`config.mk`:
```
export PLATFORM = sky130hd
export DESIGN_NAME = pdr_front
export DESIGN_NICKNAME = d
export VERILOG_FILES = /design/src/rtl/pdr_pkg.sv /design/src/rtl/pdr_front.sv
export SDC_FILE = /design/constraint.sdc
export NUM_CORES = 2
export LEC_CHECK = 0
export BUFFER_PORTS_ARGS = -buffer_cell sky130_fd_sc_hd__buf_2
export CAP_MARGIN = 30
export CORE_MARGIN = 4
export CORE_UTILIZATION = 43
export DETAILED_ROUTE_END_ITERATION = 16
export PLACE_DENSITY = 0.66
export SLEW_MARGIN = 20
export SYNTH_ARGS = -nofsm -noshare
export SYNTH_HDL_FRONTEND = slang
export SYNTH_SLANG_ARGS = --single-unit
```
`constraint.sdc`:
```
create_clock -name clk_i -period 9.8 [get_ports clk_i]
set_clock_uncertainty 0.05 [all_clocks]
set_input_delay 0.98 -clock clk_i [delete_from_list [all_inputs] [get_ports clk_i]]
set_output_delay 0.98 -clock clk_i [all_outputs]
set_load 0.05 [all_outputs]
```
`src/rtl/pdr_pkg.sv`:
```
// Package for the difficulty retarget block: constants, request type, compact decode helper.
// No dependencies.
package pdr_pkg;
  localparam int unsigned HeightMain = 1000000;
  localparam int unsigned HeightBandA = 10000;
  localparam int unsigned HeightBandB = 5000;
  localparam logic [1:0] RegTimespan = 2'd0;
  localparam logic [1:0] RegSpacing = 2'd1;
  localparam logic [1:0] RegMode = 2'd2;
  localparam logic [1:0] RegLimit = 2'd3;

  typedef struct packed {
    logic         force_limit;
    logic [255:0] target;
    logic [63:0]  mult;
    logic [63:0]  divisor;
  } pdr_req_t;

  function automatic logic [255:0] compact_decode(input logic [31:0] bits);
    logic [7:0]   size;
    logic [255:0] r;
    begin
      size = bits[31:24];
      r = {233'd0, bits[22:0]};
      if (size <= 8'd3) r = r >> (8 * (3 - size));
      else if (size >= 8'd35) r = '0;
      else r = r << (8 * (size - 8'd3));
      return r;
    end
  endfunction
endpackage

```
`src/rtl/pdr_front.sv`:
```
// Front: computes the damped timespan and decodes the target for one request.
// Depends on pdr_pkg.
module pdr_front
  import pdr_pkg::*;
#(
  parameter int unsigned LOOKBACK_WINDOW = 10
) (
  input  logic        clk_i,
  input  logic        rst_ni,
  input  logic        push_i,
  output logic        full_o,
  input  logic [30:0] last_height_i,
  input  logic [31:0] last_time_i,
  input  logic [31:0] first_time_i,
  input  logic [31:0] last_bits_i,
  input  logic [35:0] window_time_sum_i,
  input  logic [31:0] timespan_i,
  input  logic [31:0] spacing_i,
  input  logic        mode_i,
  output logic        req_valid_o,
  input  logic        req_ready_i,
  output pdr_req_t    req_o
);
  logic     valid_q;
  pdr_req_t req_q, req_d;
  logic [31:0] height;
  logic signed [65:0] t_s, act, r_s, m, lo, hi;
  logic [41:0] wsum_thr;

  assign full_o = valid_q && !req_ready_i;
  assign req_valid_o = valid_q;
  assign req_o = req_q;

  always_comb begin
    height = {1'b0, last_height_i} + 32'd1;
    t_s = $signed({34'd0, timespan_i});
    act = $signed({34'd0, last_time_i}) - $signed({34'd0, first_time_i});
    // floor(sum / window) > limit  <=>  sum >= window * (limit + 1)
    wsum_thr = (42'(last_time_i) + {8'd0, spacing_i, 2'b00} + 42'd1) *
               42'(LOOKBACK_WINDOW);
    r_s = t_s;
    req_d.force_limit = 1'b0;
    if (height < HeightMain) begin
      if (mode_i) begin
        m = t_s + (act - t_s) / 8;
        lo = t_s - t_s / 4;
        hi = t_s + t_s / 2;
      end else begin
        m = act;
        if (height > HeightBandA) lo = t_s / 4;
        else if (height > HeightBandB) lo = t_s / 8;
        else lo = t_s / 16;
        hi = t_s * 4;
      end
    end else begin
      r_s = t_s / 2;
      m = r_s + (act - r_s) / 4;
      lo = r_s / 2;
      hi = r_s * 2;
      req_d.force_limit = {6'd0, window_time_sum_i} >= wsum_thr;
    end
    if (m < lo) m = lo;
    else if (m > hi) m = hi;
    req_d.mult = m[63:0];
    req_d.divisor = r_s[63:0];
    req_d.target = compact_decode(last_bits_i);
  end

  always_ff @(posedge clk_i or negedge rst_ni) begin
    if (!rst_ni) begin
      valid_q <= 1'b0;
    end else if (!full_o) begin
      valid_q <= push_i;
    end
  end

  always_ff @(posedge clk_i) begin
    if (push_i && !full_o) req_q <= req_d;
  end
endmodule

```
==> impl_metrics.ini <==
[place]
place.detailed.instances = 6063
placed_area_sq_mm = 0.0428
placement.io_buffers = 585
detailed_place_hpwl_um = 100000
final_wtd_congestion = 0.976

[power]
cellLeakagePower_nw = 20.4
vdd_ir_drop_max_v = 0.000152
power_per_cell_area_mw_per_mm2 = 256

[worst_setup_path]
crit_type = primary input to flop
ff2ff_path_depth = 4
worst_setup_end_kind = flop
r2r_start = req_valid_o$_DFFE_PN0N_
reg2reg_to = req_o[294]$_SDFFCE_PP0P_
cp_data_arrival_time_ns = 10.11
timing.critical_path.required_ns = 10.08
timing.critical_path.slowest_stage_cell = sky130_fd_sc_hd__fa_2
max_stage_delay_on_crit_path_ns = 0.40
critical_path_peak_fanout = 7
ff2ff_setup_slack_ns = 6.74
worstSetupStartpointType = primary input

[final_layout]
layout.cells.non_filler = 6191
area.growth.synth_to_final_pct = 28.3
post_route_cells_drive_above_1_share_pct = 27.1
postLayoutCellArea_sq_mm = 0.0453
layout.nets = 5803

[synth]
synth_ff_type = sky130_fd_sc_hd__edfxtp_1
ys_ff_latch = 354
synth_edf_count = 353
post_synth_num_cell_types = 93
mean_syn_cell_area_sq_um = 8.70
syn_inst = 4061
syn-cell-area_sq_mm = 0.0353
yosysWarnings = 0
async_flop_share_pct = 0.282
synth_sequential_area_ratio_pct = 30.1

[timing]
tns_ns = -0.107
slew_headroom_pct = 31.0
unrepaired_setup_endpoints_after_global_routing = true
fin_worst_hold_slack_ns = 0.137
slew_at_the_pin_closest_to_its_max_slew_limit_ns = 1.03
setup-violations-final = 8
slew_violations = 0
fmax_ghz = 0.102
hold_viol = 0
timing.final.crit_period_ns = 9.82
final_worst_path_cycle_share_pct = 100
postLayoutSetupSlackWorst_ns = -0.0242

[die]
chipWidth_um = 295
floorplan.core_area_sq_mm = 0.0809
io_pins = 619
design.die.area_sq_mm = 0.0868
core.rowCount = 104
floorplan.initialDensity_pct = 43.7
chipHeight_um = 295

[route]
detailedRoute.firstPassIterationCount = 6
detailroute.via_count = 35511
routedWlPerCell_um = 20.4
ant_nets_after_route = 0
drc_errors = 0
drt_via_density = 5.74
dr.first_iter.drc_count = 2667
detail_route.wirelength_um = 126000

[grt]
grt_remaining_overflow = 0
groute.usage.overall_pct = 27.3
grt_max_degree = 146
grt_antenna_before_repair = 6
vias_in_the_first_global_route = 34036
global_route_wire_length_before_repair_um = 188000

[clock_network]
htree_levels = 2
cts-buffers-inserted = 40
clkTransAtPathRegs_ns = 0.06
cts_num_sinks = 354
cts_buffer_depth = 3
clock_latency_ns = 0.56
cts_tree = built
cts.root.buffer_cell = sky130_fd_sc_hd__clkbuf_16

[outcome]
outcome = finished, violations left
violations_in_the_final_reports = negative setup slack

[flow_run]
maxCapViolations = 0

[min_path]
hp-class = primary input to asynchronous set/reset pin
[how the worst max path moves through the flow]
| stage | start | slack (ns) | cells past startpoint | end |
|---|---|---|---|---|
| 2_1_floorplan | first_time_i[1] | 0.02 | 48 | req_o[83]$_DFFE_PP_ |
| 3_3_place_gp | last_time_i[0] | -1.04 | 50 | req_o[66]$_DFFE_PP_ |
| 3_5_place_dp | last_time_i[0] | -1.27 | 50 | req_o[76]$_DFFE_PP_ |
| 4_1_cts | first_time_i[1] | 0.009 | 56 | req_o[109]$_DFFE_PP_ |
| 5_1_grt | first_time_i[1] | -0.50 | 54 | req_o[119]$_DFFE_PP_ |
| 6_report | first_time_i[1] | -0.02 | 55 | req_o[119]$_DFFE_PP_ |
[critical path, delay by kind of cell]
kind | cells | cell delay [ns]
xor gates and xnor gates | 1 | 0.11
buffers and inverters | 7 | 0.92
AOI/OAI and AO/OA | 23 | 3.91
adders and majority gates | 6 | 1.72
and+or+nand+nor | 18 | 2.47
[cells in the mapped netlist (55+ instances only)]
cell type	number	area, sq um
sky130_fd_sc_hd__a211oi_1	59	443
sky130_fd_sc_hd__a21o_1	137	1030
sky130_fd_sc_hd__a21oi_1	381	1910
sky130_fd_sc_hd__clkbuf_1	100	375
sky130_fd_sc_hd__edfxtp_1	353	10600
sky130_fd_sc_hd__ha_1	459	5740
sky130_fd_sc_hd__inv_1	177	664
sky130_fd_sc_hd__mux2i_1	98	981
sky130_fd_sc_hd__nand2_1	288	1080
sky130_fd_sc_hd__nand2b_1	72	450
sky130_fd_sc_hd__nand3_1	66	330
sky130_fd_sc_hd__nand4_1	55	344
sky130_fd_sc_hd__nor2_1	507	1900
sky130_fd_sc_hd__nor2b_1	61	382
sky130_fd_sc_hd__nor3_1	60	300
sky130_fd_sc_hd__o21ai_0	258	1290
sky130_fd_sc_hd__xnor2_1	167	1460
sky130_fd_sc_hd__xor2_1	81	709
[per-stage QoR]
step | power, mW | setup WS (ns) | util, %
after floorplan | 6.95 | 0.0238 | -
after global placement | 9.40 | -1.04 | 52.8
after detailed placement | 9.52 | -1.27 | 52.8
after CTS | 11.3 | 0.00915 | 55.1
after global routing | 12.5 | -0.498 | 56.0
final | 11.6 | -0.0242 | 56.0
[registers in the layout, summed over array words and instances, names as in the netlist]
signal	count
req_o	353
req_valid_o	1
[power breakdown]
part           total (mW)  internal, mW  switching (mW)
sequential           2.01          1.93          0.0806
clock                1.44         0.788           0.647
combinational        8.17          3.63            4.53
total                11.6          6.35            5.26
[per-layer routing]
metal | wire, um | GRT usage, % | part of all wire (%)
met1 | 50300 | 33.2 | 40
met3 | 8210 | 3.23 | 6.5
met5 | 65 | 0 | 0.052
met4 | 4620 | 9.63 | 3.7
met2 | 62800 | 50.0 | 50
[layout make-up]
type                       instances  area [sq um]
multi-input combinational       3377         24100
antenna                            2          5.00
tap                             1060          1330
timing repair buffer            1151          7410
sequential                       354         10600
inverter                         178           676
fill                            7403         35600
clock inverter                    22           190
clock buffer                      47          1030
[cell usage in the layout (no fill, tap or decap), drive strengths merged, types with 43 or more instances in the layout]
cell    Yosys  final
a211oi     62     62
a21o      137    137
a21oi     382    382
a22oi      49     49
a31oi      43     43
buf        84   1145
clkbuf    100     52
edfxtp    353    353
ha        459    459
inv       177    183
mux2i      98     98
nand2     288    288
nand2b     72     72
nand3      68     69
nand4      56     56
nor2      510    510
nor2b      61     61
nor3       60     60
o21a       52     52
o21ai     261    261
xnor2     167    167
xor2       81     81
[repair_timing]
| action | 4_1_cts | 5_1_grt |
|---|---|---|
| pin swaps | 86 | 81 |
| buffers inserted | 24 | 23 |
| hold buffers | 0 | 0 |
| cloned | 3 | 3 |
| resized for setup | 94 | 104 |
| endpoints found under the setup margin | 64 | 64 |
[cell families (layout without fill, tap and decap cells)]
group                    count (synthesis)  count (layout)  synth area share [%]
multiplexers                           104             104                  2.98
other                                    1              34                0.0106
adder cells (fa/ha/maj)                469             469                  16.8
AO/OA/AOI/OAI                         1263            1263                  22.9
buffers and inverters                  362            1398                  4.48
XOR/XNOR                               248             248                  6.15
flip-flops                             354             354                  30.1
AND/OR/NAND/NOR                       1260            1261                  16.6
(Power assumes the default switching activity.)
